### src/hdl/byte_stream_tokenizer_assert.svh
// Assertion macros shared by the tokenizer modules.
`ifndef BYTE_STREAM_TOKENIZER_ASSERT_SVH
`define BYTE_STREAM_TOKENIZER_ASSERT_SVH

// Check a property on every rising edge outside reset.
`define BST_ASSERT(lbl, clk, rst_n, prop, msg) \
    lbl: assert property (@(posedge clk) disable iff (!rst_n) prop) \
        else $error(msg);

// Check that a condition implies another in the same cycle.
`define BST_ASSERT_IMPL(lbl, clk, rst_n, ante, cons) \
    lbl: assert property (@(posedge clk) disable iff (!rst_n) (ante) |-> (cons)) \
        else $error("implication failed");

`endif

### src/hdl/bst_pkg.sv
`default_nettype none
package bst_pkg;

    typedef enum logic [4:0] {
        K_ILLEGAL = 5'd0,
        K_END     = 5'd1,
        K_IDENT   = 5'd2,
        K_INT     = 5'd3,
        K_ASSIGN  = 5'd4,
        K_EQ      = 5'd5,
        K_PLUS    = 5'd6,
        K_MINUS   = 5'd7,
        K_BANG    = 5'd8,
        K_NOTEQ   = 5'd9,
        K_SLASH   = 5'd10,
        K_STAR    = 5'd11,
        K_LT      = 5'd12,
        K_GT      = 5'd13,
        K_COMMA   = 5'd14,
        K_SEMI    = 5'd15,
        K_LPAREN  = 5'd16,
        K_RPAREN  = 5'd17,
        K_LBRACE  = 5'd18,
        K_RBRACE  = 5'd19
    } t_kind;

    typedef struct packed {
        t_kind       kind;
        logic [15:0] start;
        logic [15:0] length;
    } t_token;

    // One queue entry holds every token caused by one source byte.
    typedef struct packed {
        logic   two;
        t_token tok0;
        t_token tok1;
    } t_qentry;

    typedef struct packed {
        logic    valid;
        t_qentry entry;
    } t_qhead;

    localparam int QDEPTH = 4;
    localparam int QPTR_W = 2;
    localparam int QCNT_W = 3;

endpackage
`default_nettype wire

### src/hdl/byte_stream_tokenizer.sv
// Byte stream tokenizer.
// Source channel: i_src_valid / o_src_stall carry one byte per request on
// i_source_byte; a zero byte ends the input. Token channel: o_tok_valid /
// i_tok_stall carry one token per request (kind, start offset, length, and
// o_last_of_item on the final token caused by a source byte).
// A source byte is taken every cycle while the four-entry token queue has
// room. A byte that both closes a pending token and starts a token of its
// own yields two tokens, which leave one per cycle; with i_tok_stall low the
// output side runs at one token per cycle, so bytes with at most one token
// stream at one a cycle. Identifier, integer, '=' and '!' tokens leave only
// once the next byte closes them; any other token goes through the token
// queue into the output register after its byte is taken.
// When i_tok_stall is high the output register holds its token, the queue
// fills, and o_src_stall rises once the queue is full.
// Reset clears the pending token, the offset counter, the queue and the
// output valid flag; no tokens are lost or invented across a stall.
`default_nettype none
module byte_stream_tokenizer #(
    parameter int OFFSET_BITS = 16
) (
    input  wire logic        i_clk,
    input  wire logic        i_rst_n,
    input  wire logic        i_src_valid,
    output logic             o_src_stall,
    input  wire logic [7:0]  i_source_byte,
    output logic             o_tok_valid,
    input  wire logic        i_tok_stall,
    output logic [4:0]       o_token_kind,
    output logic [15:0]      o_token_start,
    output logic [15:0]      o_token_length,
    output logic             o_last_of_item
);

    logic             w_push;
    logic             w_pop;
    logic             w_full;
    bst_pkg::t_qentry w_entry;
    bst_pkg::t_qhead  w_head;

    bst_front #(
        .OFFSET_BITS(OFFSET_BITS)
    ) u_front (
        .i_clk         (i_clk),
        .i_rst_n       (i_rst_n),
        .i_src_valid   (i_src_valid),
        .i_source_byte (i_source_byte),
        .i_q_full      (w_full),
        .o_src_stall   (o_src_stall),
        .o_push        (w_push),
        .o_entry       (w_entry)
    );

    bst_queue u_queue (
        .i_clk   (i_clk),
        .i_rst_n (i_rst_n),
        .i_push  (w_push),
        .i_entry (w_entry),
        .i_pop   (w_pop),
        .o_full  (w_full),
        .o_head  (w_head)
    );

    bst_back u_back (
        .i_clk          (i_clk),
        .i_rst_n        (i_rst_n),
        .i_head         (w_head),
        .o_pop          (w_pop),
        .o_tok_valid    (o_tok_valid),
        .i_tok_stall    (i_tok_stall),
        .o_token_kind   (o_token_kind),
        .o_token_start  (o_token_start),
        .o_token_length (o_token_length),
        .o_last_of_item (o_last_of_item)
    );

endmodule
`default_nettype wire

### src/hdl/bst_front.sv
`default_nettype none
module bst_front #(
    parameter int OFFSET_BITS = 16
) (
    input  wire logic            i_clk,
    input  wire logic            i_rst_n,
    input  wire logic            i_src_valid,
    input  wire logic [7:0]      i_source_byte,
    input  wire logic            i_q_full,
    output logic                 o_src_stall,
    output logic                 o_push,
    output bst_pkg::t_qentry     o_entry
);

    localparam logic [7:0] C_NUL   = 8'h00;
    localparam logic [7:0] C_TAB   = 8'h09;
    localparam logic [7:0] C_LF    = 8'h0A;
    localparam logic [7:0] C_CR    = 8'h0D;
    localparam logic [7:0] C_SPACE = 8'h20;
    localparam logic [7:0] C_EQ    = 8'h3D;
    localparam logic [7:0] C_BANG  = 8'h21;
    localparam logic [7:0] C_UNDER = 8'h5F;
    localparam logic [15:0] LEN_MAX = 16'hFFFF;

    typedef enum logic [2:0] {
        PC_NONE,
        PC_IDENT,
        PC_INT,
        PC_ASSIGN,
        PC_BANG
    } t_pend;

    function automatic bst_pkg::t_kind single_kind(input logic [7:0] c);
        case (c)
            8'h2B:   single_kind = bst_pkg::K_PLUS;
            8'h2D:   single_kind = bst_pkg::K_MINUS;
            8'h2F:   single_kind = bst_pkg::K_SLASH;
            8'h2A:   single_kind = bst_pkg::K_STAR;
            8'h3C:   single_kind = bst_pkg::K_LT;
            8'h3E:   single_kind = bst_pkg::K_GT;
            8'h2C:   single_kind = bst_pkg::K_COMMA;
            8'h3B:   single_kind = bst_pkg::K_SEMI;
            8'h28:   single_kind = bst_pkg::K_LPAREN;
            8'h29:   single_kind = bst_pkg::K_RPAREN;
            8'h7B:   single_kind = bst_pkg::K_LBRACE;
            8'h7D:   single_kind = bst_pkg::K_RBRACE;
            default: single_kind = bst_pkg::K_ILLEGAL;
        endcase
    endfunction

    t_pend                  r_pc, n_pc;
    logic [15:0]            r_pstart, n_pstart;
    logic [15:0]            r_plen, n_plen;
    logic [OFFSET_BITS-1:0] r_off, n_off;

    logic                   w_accept;
    logic                   w_letter, w_digit, w_space, w_nul;
    logic                   w_run;
    logic [OFFSET_BITS+15:0] w_off_ext;
    logic [15:0]            w_here;
    logic                   w_has_f, w_has_own, w_closed;
    bst_pkg::t_token        w_tokf, w_tokown;

    assign w_accept  = i_src_valid && !i_q_full;
    assign o_src_stall = i_q_full;

    assign w_letter = (i_source_byte >= 8'h61 && i_source_byte <= 8'h7A) ||
                      (i_source_byte >= 8'h41 && i_source_byte <= 8'h5A) ||
                      (i_source_byte == C_UNDER);
    assign w_digit  = (i_source_byte >= 8'h30 && i_source_byte <= 8'h39);
    assign w_space  = (i_source_byte == C_SPACE) || (i_source_byte == C_TAB) ||
                      (i_source_byte == C_CR) || (i_source_byte == C_LF);
    assign w_nul    = (i_source_byte == C_NUL);

    assign w_off_ext = {16'b0, r_off};
    assign w_here    = w_off_ext[15:0];

    // Extend a pending run without emitting anything.
    assign w_run = ((r_pc == PC_IDENT) && w_letter) || ((r_pc == PC_INT) && w_digit);

    always_comb begin
        n_pc      = r_pc;
        n_pstart  = r_pstart;
        n_plen    = r_plen;
        n_off     = r_off + 1'b1;
        w_has_f   = 1'b0;
        w_has_own = 1'b0;
        w_closed  = 1'b0;
        w_tokf.kind     = bst_pkg::K_ILLEGAL;
        w_tokf.start    = r_pstart;
        w_tokf.length   = r_plen;
        w_tokown.kind   = bst_pkg::K_ILLEGAL;
        w_tokown.start  = w_here;
        w_tokown.length = 16'd1;

        case (r_pc)
            PC_IDENT, PC_INT: begin
                if (!w_run) begin
                    w_has_f     = 1'b1;
                    w_tokf.kind = (r_pc == PC_IDENT) ? bst_pkg::K_IDENT : bst_pkg::K_INT;
                end
            end
            PC_ASSIGN, PC_BANG: begin
                w_has_f = 1'b1;
                if (i_source_byte == C_EQ) begin
                    w_closed      = 1'b1;
                    w_tokf.kind   = (r_pc == PC_ASSIGN) ? bst_pkg::K_EQ : bst_pkg::K_NOTEQ;
                    w_tokf.length = 16'd2;
                    n_pc          = PC_NONE;
                end else begin
                    w_tokf.kind   = (r_pc == PC_ASSIGN) ? bst_pkg::K_ASSIGN : bst_pkg::K_BANG;
                    w_tokf.length = 16'd1;
                end
            end
            default: ;
        endcase

        if (w_run) begin
            n_plen = (r_plen == LEN_MAX) ? r_plen : r_plen + 16'd1;
        end else if (!w_closed) begin
            n_pc = PC_NONE;
            if (w_nul) begin
                w_has_own       = 1'b1;
                w_tokown.kind   = bst_pkg::K_END;
                w_tokown.length = 16'd0;
                n_pstart        = 16'd0;
                n_plen          = 16'd0;
                n_off           = '0;
            end else if (w_space) begin
                // skip whitespace
            end else if (w_letter || w_digit || (i_source_byte == C_EQ) ||
                         (i_source_byte == C_BANG)) begin
                n_pc     = w_letter ? PC_IDENT :
                           w_digit  ? PC_INT   :
                           (i_source_byte == C_EQ) ? PC_ASSIGN : PC_BANG;
                n_pstart = w_here;
                n_plen   = 16'd1;
            end else begin
                w_has_own     = 1'b1;
                w_tokown.kind = single_kind(i_source_byte);
            end
        end
    end

    assign o_push       = w_accept && (w_has_f || w_has_own);
    assign o_entry.two  = w_has_f && w_has_own;
    assign o_entry.tok0 = w_has_f ? w_tokf : w_tokown;
    assign o_entry.tok1 = w_tokown;

    always_ff @(posedge i_clk) begin
        if (!i_rst_n) begin
            r_pc     <= PC_NONE;
            r_pstart <= 16'd0;
            r_plen   <= 16'd0;
            r_off    <= '0;
        end else if (w_accept) begin
            r_pc     <= n_pc;
            r_pstart <= n_pstart;
            r_plen   <= n_plen;
            r_off    <= n_off;
        end
    end

endmodule
`default_nettype wire

### src/hdl/bst_queue.sv
`default_nettype none
`include "byte_stream_tokenizer_assert.svh"
module bst_queue (
    input  wire logic              i_clk,
    input  wire logic              i_rst_n,
    input  wire logic              i_push,
    input  wire bst_pkg::t_qentry  i_entry,
    input  wire logic              i_pop,
    output logic                   o_full,
    output bst_pkg::t_qhead        o_head
);

    bst_pkg::t_qentry            r_fifo [bst_pkg::QDEPTH];
    logic [bst_pkg::QPTR_W-1:0]  r_wr, n_wr;
    logic [bst_pkg::QPTR_W-1:0]  r_rd, n_rd;
    logic [bst_pkg::QCNT_W-1:0]  r_count, n_count;
    logic                        w_pop;

    assign o_full       = (r_count == bst_pkg::QCNT_W'(bst_pkg::QDEPTH));
    assign o_head.valid = (r_count != '0);
    assign o_head.entry = r_fifo[r_rd];
    assign w_pop        = i_pop && o_head.valid;

    always_comb begin
        n_wr    = i_push ? r_wr + 1'b1 : r_wr;
        n_rd    = w_pop ? r_rd + 1'b1 : r_rd;
        n_count = r_count;
        if (i_push && !w_pop) begin
            n_count = r_count + 1'b1;
        end else if (!i_push && w_pop) begin
            n_count = r_count - 1'b1;
        end
    end

    always_ff @(posedge i_clk) begin
        if (i_push) begin
            r_fifo[r_wr] <= i_entry;
        end
    end

    always_ff @(posedge i_clk) begin
        if (!i_rst_n) begin
            r_wr    <= '0;
            r_rd    <= '0;
            r_count <= '0;
        end else begin
            r_wr    <= n_wr;
            r_rd    <= n_rd;
            r_count <= n_count;
        end
    end

    `BST_ASSERT(a_count_bound, i_clk, i_rst_n, (r_count <= bst_pkg::QCNT_W'(bst_pkg::QDEPTH)), "queue count above depth")
    `BST_ASSERT_IMPL(a_no_push_full, i_clk, i_rst_n, o_full, !i_push)

endmodule
`default_nettype wire

### src/hdl/bst_back.sv
`default_nettype none
`include "byte_stream_tokenizer_assert.svh"
module bst_back (
    input  wire logic            i_clk,
    input  wire logic            i_rst_n,
    input  wire bst_pkg::t_qhead i_head,
    output logic                 o_pop,
    output logic                 o_tok_valid,
    input  wire logic            i_tok_stall,
    output logic [4:0]           o_token_kind,
    output logic [15:0]          o_token_start,
    output logic [15:0]          o_token_length,
    output logic                 o_last_of_item
);

    logic            r_valid, n_valid;
    logic            r_sel, n_sel;
    logic            r_last, n_last;
    bst_pkg::t_token r_tok, n_tok;
    logic            w_load;

    // Refill the output register when empty or being taken.
    assign w_load = !r_valid || !i_tok_stall;

    always_comb begin
        o_pop   = 1'b0;
        n_valid = r_valid;
        n_sel   = r_sel;
        n_last  = r_last;
        n_tok   = r_tok;
        if (w_load) begin
            if (i_head.valid) begin
                n_valid = 1'b1;
                if (!r_sel) begin
                    n_tok = i_head.entry.tok0;
                    if (i_head.entry.two) begin
                        n_sel  = 1'b1;
                        n_last = 1'b0;
                    end else begin
                        n_last = 1'b1;
                        o_pop  = 1'b1;
                    end
                end else begin
                    n_tok  = i_head.entry.tok1;
                    n_sel  = 1'b0;
                    n_last = 1'b1;
                    o_pop  = 1'b1;
                end
            end else begin
                n_valid = 1'b0;
            end
        end
    end

    always_ff @(posedge i_clk) begin
        if (!i_rst_n) begin
            r_valid <= 1'b0;
            r_sel   <= 1'b0;
        end else begin
            r_valid <= n_valid;
            r_sel   <= n_sel;
        end
        r_tok  <= n_tok;
        r_last <= n_last;
    end

    assign o_tok_valid    = r_valid;
    assign o_token_kind   = r_tok.kind;
    assign o_token_start  = r_tok.start;
    assign o_token_length = r_tok.length;
    assign o_last_of_item = r_last;

    `BST_ASSERT_IMPL(a_end_is_last, i_clk, i_rst_n, r_valid && (r_tok.kind == bst_pkg::K_END), r_last)
    `BST_ASSERT_IMPL(a_sel_has_pair, i_clk, i_rst_n, r_sel, i_head.valid && i_head.entry.two && r_valid)

endmodule
`default_nettype wire
### config.mk
export PLATFORM = sky130hd
export DESIGN_NAME = byte_stream_tokenizer
export DESIGN_NICKNAME = d
export VERILOG_FILES = /design/src/hdl/bst_pkg.sv /design/src/hdl/byte_stream_tokenizer.sv /design/src/hdl/bst_front.sv /design/src/hdl/bst_queue.sv /design/src/hdl/bst_back.sv
export VERILOG_INCLUDE_DIRS = /design/src /design/src/hdl
export SDC_FILE = /design/constraint.sdc
export NUM_CORES = 1
export LEC_CHECK = 0
export BUFFER_PORTS_ARGS = -buffer_cell sky130_fd_sc_hd__buf_2
export CORE_UTILIZATION = 30
export DETAILED_ROUTE_END_ITERATION = 16
export PLACE_DENSITY = 0.42
export SKIP_LAST_GASP = 1
export SLEW_MARGIN = 20
export SYNTH_ARGS = -nofsm -noshare
export SYNTH_HDL_FRONTEND = slang
export SYNTH_SLANG_ARGS = --single-unit
### constraint.sdc
create_clock -name i_clk -period 11.75 [get_ports i_clk]
set_input_delay 2.35 -clock i_clk [delete_from_list [all_inputs] [get_ports i_clk]]
set_output_delay 2.35 -clock i_clk [all_outputs]
set_load 0.1 [all_outputs]
Yosys cells after proc, flatten, opt, wreduce, memory -nomap -nowiden
Memories as Yosys holds them, arrays and structs flattened. A register that Yosys moved wholly into a read port is not among the register bits.
Index checks and enable logic that the tools add are counted.
{"block": "word_totals", "reg_bits": 98, "mem_bits_rw": 300, "input_bits": 12, "out_inout_bits": 40, "word_cells": 157, "n_memories": 1}
{"block": "classes", "add_sub_neg": 6, "order_cmp": 6, "eq_ne": 29, "mux": 63, "n_bitwise": 2, "reduce_logical": 37}
{"name": "u_queue.r_fifo", "depth": 4, "width": 75, "read_ports": 1, "rd_clocked_by_memory_dff": 1, "wr": 1, "line_no": "bst_queue.sv:13", "source": "bst_pkg::t_qentry r_fifo [bst_pkg::QDEPTH];"}
{"op": "2-to-1 mux 16 bit", "n": 15}
{"op": "equality test 8 x 6 -> 1 bit, second input constant", "n": 13}
{"op": "2-to-1 mux 37 bit", "n": 2}
{"op": "case mux 5 bit (12 select lines)", "n": 1}
{"op": "2-to-1 mux 3 bit", "n": 12}
{"op": "2-to-1 mux 5 bit", "n": 7}
{"op": "adder 16 x 1 -> 16 bit, second input constant", "n": 2}
{"op": "equality test 8 x 4 -> 1 bit, second input constant", "n": 3}
{"op": "equality test 8 x 7 -> 1 bit, second input constant", "n": 3}
{"op": "2-to-1 mux 1 bit", "n": 19}
{"op": "equality test 16 bit, second input constant", "n": 1}
{"op": "greater-or-equal comparator 8 x 7 -> 1 bit, second input constant", "n": 2}
{"op": "less-or-equal comparator 8 x 7 -> 1 bit, second input constant", "n": 2}
{"op": "logical AND 1 bit", "n": 11}
{"op": "logical OR 1 bit", "n": 11}
{"op": "case mux 5 bit (2 select lines)", "n": 1}
{"op": "AND reduction 5 bit", "n": 2}
{"op": "greater-or-equal comparator 8 x 6 -> 1 bit, second input constant", "n": 1}
{"op": "less-or-equal comparator 8 x 6 -> 1 bit, second input constant", "n": 1}
{"op": "logical NOT 8 bit", "n": 1}
{"op": "2-to-1 mux 4 bit", "n": 2}
{"op": "equality test 3 x 2 -> 1 bit, second input constant", "n": 2}
{"op": "equality test 3 bit, second input constant", "n": 2}
{"op": "2-to-1 mux 2 bit", "n": 3}
{"op": "14 further kinds", "n": 24}

Logic depth before layout (Yosys ltp)
Gate-level depths: netlist of the first run.
{"block": "logic_depth", "word_depth": 18, "ltp_mapped": 14, "depth_no_buf": 11}

Modules after synthesis
From an unflattened synthesis of the first run, not the netlist that was laid out.
{"block": "unflattened", "hier_cells": 912, "hier_area_um2": 16148.0}
{"module": "bst_queue", "instances": 1, "cells_each": 434, "area_each_um2": 11278.3, "seq_area_each_um2": 9188.8}
{"module": "bst_front", "instances": 1, "cells_each": 389, "area_each_um2": 3189.3, "seq_area_each_um2": 1021.0}
{"module": "bst_back", "instances": 1, "cells_each": 89, "area_each_um2": 1680.4, "seq_area_each_um2": 1181.1}

Worst setup path before layout of the first run
OpenSTA, ideal clock, no wires.
{"block": "synth_path", "kind": "input to register", "startpoint": "input port i_tok_stall", "endpoint": "register u_queue.r_count[2] (netlist name)", "setup_time_ps": 76, "arrival_time_ps": 5724, "required_ps": 11674, "setup_slack_ps": 5950, "cell_stages": 8, "path_buffers": 0, "cell_sequence": "a21oi_1 nand2_1 ha_1 inv_1 fa_1 xor2_1 or3_1 a21boi_0"}
{"block": "synth_via", "elab_chain_cells": 7, "elab_cells_between_ends": 9, "cone_classes": "2 x mux; 7 x reduce/logical"}
{"item": "start, declared", "line_no": "byte_stream_tokenizer.sv:27", "source": "input wire logic i_tok_stall,"}
{"item": "logical NOT 1 bit *", "line_no": "bst_back.sv:23", "source": "assign w_load = !r_valid || !i_tok_stall;"}
{"item": "logical OR 1 bit *", "line_no": "bst_back.sv:23"}
{"item": "2-to-1 mux 1 bit *", "line_no": "bst_back.sv:31", "source": "if (w_load) begin"}
{"item": "logical AND 1 bit *", "line_no": "bst_queue.sv:22", "source": "assign w_pop = i_pop && o_head.valid;"}
{"item": "logical NOT 1 bit", "line_no": "bst_queue.sv:28", "source": "if (i_push && !w_pop) begin"}
{"item": "logical AND 1 bit", "line_no": "bst_queue.sv:28"}
{"item": "2-to-1 mux 3 bit or nonzero test 2 bit (tied branches)"}
{"item": "end signal, assigned", "line_no": "bst_queue.sv:49", "source": "r_count <= n_count;"}
{"item": "end, declared", "line_no": "bst_queue.sv:16", "source": "logic [bst_pkg::QCNT_W-1:0] r_count, n_count;"}
Mark *: on every way between the ends. The rest lies on a longest branch, timed or not.
A chain may end at the register's enable or synchronous reset.

Worst setup path after layout of the first run
{"block": "layout_path", "startpoint": "input port i_source_byte[1]", "endpoint": "memory u_queue.r_fifo[0][36] (netlist name) (enable)"}
{"block": "layout_via", "elab_chain_cells": 16, "elab_cells_between_ends": 41, "cone_classes": "6 x order compare; 7 x eq/ne; 11 x mux; 17 x reduce/logical"}
{"item": "start, declared", "line_no": "byte_stream_tokenizer.sv:25", "source": "input wire logic [7:0] i_source_byte,"}
{"item": "greater-or-equal comparator 8 x 7 -> 1 bit, or another cell as far along", "line_no": "bst_front.sv:67", "source": "assign w_letter = (i_source_byte >= 8'h61 && i_source_byte <= 8'h7A) ||"}
{"item": "logical AND 1 bit, on equally long branches", "line_no": "bst_front.sv:67, bst_front.sv:68"}
{"item": "logical OR 1 bit", "line_no": "bst_front.sv:67"}
{"item": "logical OR 1 bit", "line_no": "bst_front.sv:68", "source": "(i_source_byte >= 8'h41 && i_source_byte <= 8'h5A) ||"}
{"item": "logical OR 1 bit (3 in a row)", "line_no": "bst_front.sv:131", "source": "end else if (w_letter || w_digit || (i_source_byte == C_EQ) ||"}
{"item": "2-to-1 mux 1 bit", "line_no": "bst_front.sv:131"}
{"item": "2-to-1 mux 1 bit", "line_no": "bst_front.sv:129", "source": "end else if (w_space) begin"}
{"item": "2-to-1 mux 1 bit", "line_no": "bst_front.sv:122", "source": "if (w_nul) begin"}
{"item": "2-to-1 mux 1 bit", "line_no": "bst_front.sv:120", "source": "end else if (!w_closed) begin"}
{"item": "2-to-1 mux 1 bit", "line_no": "bst_front.sv:118", "source": "if (w_run) begin"}
{"item": "logical OR 1 bit *", "line_no": "bst_front.sv:145", "source": "assign o_push = w_accept && (w_has_f || w_has_own);"}
{"item": "logical AND 1 bit *", "line_no": "bst_front.sv:145"}
{"item": "2-to-1 mux 1 bit *", "line_no": "bst_queue.sv:36", "source": "if (i_push) begin"}
{"item": "2-to-1 mux 1 bit (not written as such) *", "line_no": "bst_queue.sv:37", "source": "r_fifo[r_wr] <= i_entry;"}
{"item": "end, declared", "line_no": "bst_queue.sv:13"}
Marked as above.

==> results of run 1 <==
==> layer usage <==
| layer | part of all wire [%] | track usage [%] |
|---|---|---|
| met5 | 0 | 0 |
| met4 | 2.1 | 4.196 |
| met2 | 46 | 20.98 |
| met3 | 3.5 | 2.129 |
| met1 | 49 | 19.60 |
==> layout make-up <==
class	instances	area [µm²]
fillers	4349	29660
flip-flops and latches	340	9595
multi-input cells	476	4189
clock buffers	52	1049
well taps	600	750.7
repair buffers	65	360.3
clock inverters	18	120.1
inverters	12	45.04
==> final timing paths <==
path / to / slack (ns) / depth (start not counted) / from
max reg2reg: u_queue.r_fifo[0][36] / 8.15 / 6 / u_front.r_pc[2]
max: u_queue.r_fifo[0][36] / 6.47 / 8 / i_source_byte[1]
min: u_front.r_pstart[7] / 0.46 / 2 / u_front.r_pstart[7]
min reg2reg: u_front.r_pstart[7] / 0.46 / 2 / u_front.r_pstart[7]
==> worst max-delay path, delay by kind of cell <==
family          cells  cell delay (ns)
simple gates        3             0.72
compound gates      3             1.34
buf+inv             2             0.94
==> logic make-up (layout without fill, tap and decap cells) <==
family	count (synthesis)	count (layout)	share of synthesized area, %
adders and majority gates	8	8	0.7667
and+or+nand+nor	234	234	9.326
DFF	340	340	68.33
xor gates and xnor gates	17	17	1.061
muxes	102	102	12.95
buffers and inverters	66	147	1.935
AOI/OAI and AO/OA	115	115	5.626
==> power by group <==
part | leakage (nW) | switching, mW | internal [mW]
sequential | 3.08 | 0.0607 | 1.50
clock | 0.573 | 0.471 | 0.650
combinational | 1.50 | 0.850 | 0.315
==> Yosys cell counts, drive strengths merged, types with 3 or more instances <==
library cell and count:
a211oi 4, a21boi 20, a21oi 27, and2 30
and3 6, and4 5, buf 19, clkbuf 35
dfxtp 62, edfxtp 278, ha 7, inv 12
mux2 37, mux2i 5, mux4 60, nand2 54
nand2b 6, nand3 31, nand3b 3, nand4 9
nand4b 4, nor2 22, nor2b 23, nor3 6
nor4 5, o211ai 3, o21a 5, o21ai 25
o31ai 10, or3 12, or3b 3, or4 9
xnor2 6, xor2 11
==> flip-flops by register name, summed over array words and instances (netlist names), 2 cells and up, named ones only <==
| register | count |
|---|---|
| u_back.o_token_start | 16 |
| u_front.r_pstart | 16 |
| u_back.o_token_length | 16 |
| u_queue.r_rd | 2 |
| u_front.r_pc | 3 |
| u_queue.r_fifo | 240 |
| u_front.r_plen | 16 |
| u_queue.r_wr | 2 |
| u_front.r_off | 16 |
| u_queue.r_count | 3 |
| u_back.o_token_kind | 5 |
==> stage by stage <==
stage               power (mW)  utilization, %  hold slack [ns]  std cells  setup WS [ns]
floorplan                2.539               -           0.4375        882          5.950
global placement         2.783           32.64           0.4480       1493          5.874
detailed placement       2.785           32.64           0.4559       1493          5.830
CTS                      3.928           35.19           0.4636       1563          6.396
global route             4.028           35.19           0.4880       1563          6.257
finish                   3.850           35.19           0.4611       1563          6.466
==> results.md, run 1 <==
- Postcts setup bufs: 0
- Max VDD drop: 0.1756 mV
- All-Layer GR Usage: 13.61%
- Normalized max-slew margin: 33.10%
- TritonCTS clock tree: built
- Register bit total from synthesis: 340
- P&R area growth vs syn: 14.79%
- Ys flop type: edfxtp_1
- Cell Rows: 78
- Fmax: 0.1893 GHz
- Via density: 4.814
- Synth area leader: edfxtp_1
- Dpl hpwl: 17.54 mm
- Number of global-route vias before repair: 7767
- Via Count: 7525
- CORE AREA: 45770 µm²
- Io pins: 52
- Largest cells by area after synthesis: edfxtp_1 (59%), mux4_2 (9.6%), dfxtp_1 (8.8%), mux2_2 (3.0%), nand2_1 (1.4%)
- Synth Cell Area: 14030 µm²
- IO Port Bufs: 51
- Initial DRC count: 491
- Leakage: 5.152 nW
- Die W: 218.3 µm
- Syn nets: 902
- Routed WL per cell: 20.08 µm
- Minimum clock period: 5.284 ns
- Share of layout cells above drive strength 1: 24.30%
- RSZ-0062 raised after global routing: false
- Hold Path Class: register to register
- TritonCTS buffer count: 39
- # setup viols final: 0
- Startpoint class of the critical path: input port
- Clk_lat worst skew: 0.53 ns
- Routed Antenna Nets: 0
- Most frequent cells in the layout: edfxtp_1 (278), mux4_2 (60), dfxtp_1 (59)
- Final Max Slew Viols: 0
- Crit share post-route: 44.97%
- Average cell area after synthesis: 15.91 µm²
- Setup TNS: 0 ns
- Actual slew at the worst max-slew pin: 1.003 ns
- Top cell type's share of synthesized area: 59.49%
- Num Clock Sinks: 340
- GRT overflow: 0
- Post-synth ARST share: 0%
- Status: finished, final reports clean
- DP Area: 14940 µm²
- Die Ht: 218.3 µm
- Worst path cell trace: buf_2 > or3_4 > o311a_4 > nand3_1 > a31o_2 > o21a_1 > and2_2 > buf_4
- MaxCap Viol Count: 0
- Placer Congestion: 0.7418
- # resized after CTS: 0
- Commonest non-fill, non-tap cell in the layout: edfxtp_1
- Critical Path AT: 5.43 ns
- Syn Inst Count: 882
- Initial Utilization: 30.66%
- Largest net degree at the start of global routing: 61
- First-pass GRT wire length: 48.80 mm
- Synthesis warning total: 0
- Ant diodes: 0
- H-tree levels: 2
- Worst setup EP type: register
- Clock Pin Slew Worst Setup and Hold Paths: 0.06 ns
- Layout Nets: 954
- DIE AREA: 47650 µm²
- Register area share after synthesis: 68.33%
- CTS Hold Bufs: 0
- DRC: 0
- Crit-path max FO: 60
- Clock Tree Buf Depth: 3
- Count of cell types in the netlist: 66
- Power per cell area: 239.0 nW/µm²
- Number of synthesized flops with an enable pin: 278
- Largest stage delay, worst path: 0.75 ns
- Final hold violation count: 0
- Worst Path Required: 11.89 ns
- Post-route cell area: 16110 µm²
- Root buffer cell: clkbuf_16
- Drt pass-1 iters: 4
- Critical path's slowest cell: buf_4
- Antenna violations before repair: 0
- Layout Skew: 0.01524 ns
- Critical path class: input port to register
- Total wire length: 31.39 mm
Power figures use the tool's default switching activity.
==> inputs of run 2 (changes only) <==
- PLACE_DENSITY: 0.42 -> 0.43
- clock period: 11.75 -> 4.5 ns (I/O delays scaled with it)
==> results.md, run 2 (synthesis results as in run 1) <==
- Critical Path AT: 3.93 ns (was 5.43 ns)
- Routed WL per cell: 20.02 µm (was 20.08 µm)
- Max VDD drop: 0.3883 mV (was 0.1756 mV)
- Die W: 218.3 µm (unchanged)
- Ant diodes: 0 (unchanged)
- Via Count: 7682 (was 7525)
- Power per cell area: 620.1 nW/µm² (was 239.0 nW/µm²)
- TritonCTS clock tree: built (unchanged)
- Min-Delay Path Depth: 2 (unchanged)
- First-pass GRT wire length: 48.58 mm (was 48.80 mm)
- Number of global-route vias before repair: 7925 (was 7767)
- H-tree levels: 2 (unchanged)
- Clock Tree Buf Depth: 3 (unchanged)
- Worst r2r src: u_front.r_pc[2] (unchanged)
- Setup TNS: 0 ns (unchanged)
- CORE AREA: 45770 µm² (unchanged)
- Worst setup EP type: register (unchanged)
- Register with the most flip-flops: u_queue.r_fifo (unchanged)
- # setup viols final: 0 (unchanged)
- Io pins: 52 (unchanged)
- Root buffer cell: clkbuf_16 (unchanged)
- Cells on worst reg2reg path: 11 (was 6)
- Leakage: 5.201 nW (was 5.152 nW)
- Worst reg2reg endpoint: u_queue.r_count[2] (was u_queue.r_fifo[0][36])
- Status: finished, final reports clean (unchanged)
- Worst Path Required: 4.95 ns (was 11.89 ns)
- Layout Skew: 0.01366 ns (was 0.01524 ns)
- Num Clock Sinks: 340 (unchanged)
- RSZ-0062 raised after global routing: false (unchanged)
- Via density: 4.890 (was 4.814)
- Drt pass-1 iters: 4 (unchanged)
- MaxCap Viol Count: 0 (unchanged)
- Initial DRC count: 486 (was 491)
- P&R area growth vs syn: 15.70% (was 14.79%)
- Max reg flops: 240 (unchanged)
- Final hold violation count: 0 (unchanged)
- Crit-path max FO: 17 (was 60)
- Most frequent cells in the layout: edfxtp_1 (278), mux4_2 (60), dfxtp_1 (59) (unchanged)
- Layout Nets: 962 (was 954)
- Commonest non-fill, non-tap cell in the layout: edfxtp_1 (unchanged)
- Total wire length: 31.44 mm (was 31.39 mm)
- All-Layer GR Usage: 13.58% (was 13.61%)
- Startpoint class of the critical path: input port (unchanged)
- Hold_sp: u_front.r_pstart[0] (was u_front.r_pstart[7])
- Die Ht: 218.3 µm (unchanged)
- Flop-to-flop setup slack: 1.14 ns (was 8.15 ns)
- Minimum clock period: 3.480 ns
- Largest net degree at the start of global routing: 60 (was 61)
- Dpl hpwl: 18.05 mm (was 17.54 mm)
- DIE AREA: 47650 µm² (unchanged)
- IO Port Bufs: 51 (unchanged)
- Hold worst-path end: u_front.r_pstart[0] (was u_front.r_pstart[7])
- Dpl cells: 1502 (was 1493)
- Cell Rows: 78 (unchanged)
- Clock Pin Slew Worst Setup and Hold Paths: 0.06 ns (about the same)
- DRC: 0 (unchanged)
- Antenna violations before repair: 0 (unchanged)
- Final Max Slew Viols: 0 (unchanged)
- TritonCTS buffer count: 38 (was 39)
- Placer Congestion: 0.7540 (was 0.7418)
- Fmax: 0.2873 GHz
- # fillers: 4331 (was 4349)
- Normalized max-slew margin: 31.84% (was 33.10%)
- Hold Path Class: register to register (unchanged)
- Hold slack: 0.4578 ns (was 0.4611 ns)
- Crit share post-route: 77.34%
- Share of layout cells above drive strength 1: 24.61% (was 24.30%)
- Actual slew at the worst max-slew pin: 1.022 ns (was 1.003 ns)
- Final cell count without fillers: 1571 (was 1563)
- Clk_lat worst skew: 0.53 ns (about the same)
- Routed Antenna Nets: 0 (unchanged)
- # resized after CTS: 0 (unchanged)
- Postcts setup bufs: 0 (unchanged)
- CTS Hold Bufs: 0 (unchanged)
- GRT overflow: 0 (unchanged)
- Initial Utilization: 30.66% (unchanged)
- Critical path class: input port to register (unchanged)
## run 2: layout make-up
cell class              count  area [µm²]  share of cell area (%)
inverters                  12       45.04                  0.2774
clock inverters            13       107.6                  0.6627
flip-flops and latches    340        9595                   59.10
well taps                 600       750.7                   4.624
clock buffers              56        1059                   6.519
multi-input cells         476        4189                   25.80
repair buffers             74       490.5                   3.021
## run 2: how the worst max path moves through the flow
stage | cells after the start | slack [ns] | startpoint | to
after CTS | 12 | 1.06 | i_source_byte[1] | u_queue.r_count[2]
after global routing | 12 | 0.81 | i_source_byte[1] | u_queue.r_count[2]
after floorplan | 8 | 0.15 | i_tok_stall | u_queue.r_count[2]
after detailed placement | 12 | 0.50 | i_source_byte[1] | u_queue.r_count[2]
after global placement | 12 | 0.55 | i_source_byte[1] | u_queue.r_count[2]
final | 12 | 1.02 | i_source_byte[1] | u_queue.r_count[2]
## run 2: worst max-delay path, cell delays in order
cell       delay (ns)
buf_2            0.19
or3_4            0.42
o311a_4          0.35
o2bb2ai_1        0.26
a211oi_1         0.37
o21a_1           0.21
ha_1             0.20
inv_1            0.06
fa_1             0.37
xor2_1           0.16
or3_1            0.30
a21boi_0         0.15
## run 2: power by group
group | total (mW) | switching, mW | leakage [nW] | internal [mW]
Sequential | 4.11 | 0.184 | 3.08 | 3.92
Clock | 2.91 | 1.22 | 0.561 | 1.69
Combinational | 3.05 | 2.21 | 1.56 | 0.842
Total | 10.1 | 3.61 | 5.20 | 6.46
## run 2: through the flow
stage | power [mW] | utilization (%) | worst slack (ns) | instance area [µm²]
after floorplan | 6.630 | - | 0.1501 | 14030
after global routing | 10.51 | 35.47 | 0.8068 | 16240
after CTS | 10.27 | 35.47 | 1.060 | 16240
final | 10.07 | 35.47 | 1.020 | 16240
after detailed placement | 7.301 | 32.93 | 0.5049 | 15070
after global placement | 7.305 | 32.93 | 0.5529 | 15070
## run 2: layer usage
metal  track usage (%)  up-vias  part of all wire [%]
li1                  -     3568                     -
met1             18.84     3959                    48
met2             21.85      115                    47
met3             2.116       40                   3.2
met4             4.079        0                   2.0
met5                 0        -                     0
==> inputs of run 3 (changes only) <==
- PLACE_DENSITY: 0.43 -> 0.42
- clock period: 4.5 -> 3.44 ns (I/O delays scaled with it)
==> results.md, run 3 (synthesis results as in run 1) <==
- Status: finished, final reports clean (unchanged)
- Power per cell area: 815.4 nW/µm² (was 620.1 nW/µm²)
- Total power: 13.48 mW (was 10.07 mW)
- Routed WL per cell: 19.52 µm (was 20.02 µm)
- Num Clock Sinks: 340 (unchanged)
- Layout Nets: 987 (was 962)
- Crit share post-route: 87.25%
- Drt pass-1 iters: 5 (was 4)
- # resized after CTS: 0 (unchanged)
- Initial Utilization: 30.66% (unchanged)
- First-pass GRT wire length: 48.95 mm (was 48.58 mm)
- Share of layout cells above drive strength 1: 26.65% (was 24.61%)
- Postcts setup bufs: 0 (unchanged)
- Total wire length: 31.19 mm (was 31.44 mm)
- Worst setup EP type: register (unchanged)
- Met2 WL: 14.23 mm (was 14.71 mm)
- TritonCTS clock tree: built (unchanged)
- CTS Hold Bufs: 0 (unchanged)
- Die W: 218.3 µm (unchanged)
- Cell Rows: 78 (unchanged)
- Die Ht: 218.3 µm (unchanged)
- Ant diodes: 0 (unchanged)
- WL met3: 982 µm (was 1.013 mm)
- # fillers: 4317 (was 4331)
- Met1 WL: 15.41 mm (was 15.10 mm)
- Fmax: 0.3332 GHz
- Largest stage delay, worst path: 0.39 ns (was 0.42 ns)
- P&R area growth vs syn: 17.83% (was 15.70%)
- IO Port Bufs: 51 (unchanged)
- Register with the most flip-flops: u_queue.r_fifo (unchanged)
- # setup viols final: 0 (unchanged)
- Worst path cell trace: buf_2 > or3_4 > o311a_4 > o2bb2ai_2 > a211oi_1 > o21a_1 > ha_1 > inv_1 > fa_1 > xor2_1 > or3_1 > a21boi_0 (was buf_2 > or3_4 > o311a_4 > o2bb2ai_1 > a211oi_1 > o21a_1 > ha_1 > inv_1 > fa_1 > xor2_1 > or3_1 > a21boi_0)
- Worst Path Required: 3.89 ns (was 4.95 ns)
- MaxCap Viol Count: 0 (unchanged)
- H-tree levels: 2 (unchanged)
- Clk_lat worst skew: 0.54 ns (was 0.53 ns)
- Largest net degree at the start of global routing: 60 (unchanged)
- Post-route cell area: 16540 µm² (was 16240 µm²)
- Routed Antenna Nets: 0 (unchanged)
- Commonest non-fill, non-tap cell in the layout: edfxtp_1 (unchanged)
- Normalized max-slew margin: 32.84% (was 31.84%)
- Critical Path AT: 3.45 ns (was 3.93 ns)
- Setup TNS: 0 ns (unchanged)
- Startpoint class of the critical path: input port (unchanged)
- Leakage: 5.373 nW (was 5.201 nW)
- Max VDD drop: 0.4963 mV (was 0.3883 mV)
- TritonCTS buffer count: 40 (was 38)
- Number of global-route vias before repair: 8010 (was 7925)
- DRC: 0 (unchanged)
- Root buffer cell: clkbuf_16 (unchanged)
- Actual slew at the worst max-slew pin: 1.007 ns (was 1.022 ns)
- Initial DRC count: 425 (was 486)
- Placer Congestion: 0.7804 (was 0.7540)
- All-Layer GR Usage: 13.57% (was 13.58%)
- Minimum clock period: 3.001 ns
- DIE AREA: 47650 µm² (unchanged)
- Max reg flops: 240 (unchanged)
- Via Count: 7695 (was 7682)
- Hold Path Class: input port to register (was register to register)
- RSZ-0062 raised after global routing: false (unchanged)
- Io pins: 52 (unchanged)
- Clock Pin Slew Worst Setup and Hold Paths: 0.05 ns (was 0.06 ns)
- Critical path class: input port to register (unchanged)
- Via density: 4.815 (was 4.890)
- Top Metal Used: met4 (unchanged)
- Antenna violations before repair: 0 (unchanged)
- Most frequent cells in the layout: edfxtp_1 (278), mux4_2 (60), dfxtp_1 (59) (unchanged)
- Crit-path max FO: 3 (was 17)
- DP Area: 15270 µm² (was 15070 µm²)
- GRT overflow: 0 (unchanged)
- Clock Tree Buf Depth: 3 (unchanged)
- Critical path's slowest cell: or3_4 (unchanged)
- Final Max Slew Viols: 0 (unchanged)
- Layout Skew: 0.02011 ns (was 0.01366 ns)
- CORE AREA: 45770 µm² (unchanged)
- Final hold violation count: 0 (unchanged)
- Dpl hpwl: 18.08 mm (was 18.05 mm)
[run 3: cell count changes in the layout (fill, tap and decap cells not counted), moves of 2 or more]
cell       before  now
clkbuf_1       14   16
buf_12          5    7
clkbuf_8        4    1
clkbuf_16      38   40
bufinv_16       1    3
clkinv_2        1    3
buf_4          18   39
[run 3: critical path: cells and delay by family]
kind	cells	cell delay, ns
compound gates	5	1.21
simple gates	2	0.69
fa+ha+maj	2	0.55
xor+xnor	1	0.16
buf+inv	2	0.15
[run 3: where the power goes]
group          internal (mW)  switching [mW]
clock                   2.42            1.66
combinational           1.15            2.96
sequential              5.13           0.164
total                   8.70            4.78
[run 3: per-stage QoR]
stage | std cells | utilization [%] | setup WS (ns) | hold WS [ns]
after floorplan | 882 | - | 0.00003753 | 0.4375
after global placement | 1525 | 33.37 | -0.05820 | 0.4455
after detailed placement | 1525 | 33.37 | -0.1103 | 0.4539
after CTS | 1598 | 36.13 | 0.4347 | 0.4336
after global routing | 1598 | 36.13 | 0.2501 | 0.4484
final | 1598 | 36.13 | 0.4387 | 0.4549
[run 3: worst paths after layout]
path	start	end	slack (ns)	depth (start not counted)
max reg2reg	u_front.r_pc[2]	u_queue.r_count[2]	0.62	11
min reg2reg	u_front.r_pstart[10]	u_front.r_pstart[10]	0.45	2
min	i_tok_stall	u_back.o_tok_valid	0.45	3
max	i_source_byte[1]	u_queue.r_count[2]	0.44	12
[run 3: metal layers]
layer	vias up	GRT usage (%)
met2	109	21.02
met5	-	0
met3	38	2.269
li1	3620	-
met1	3928	19.52
met4	0	3.753
[run 3: layout make-up]
type	count	area, µm²	area share, %
flip-flops and latches	340	9595	58.03
multi-input cells	476	4195	25.37
clock buffers	57	1075	6.500
well taps	600	750.7	4.540
repair buffers	97	688.2	4.162
clock inverters	16	186.4	1.127
inverters	12	45.04	0.2724
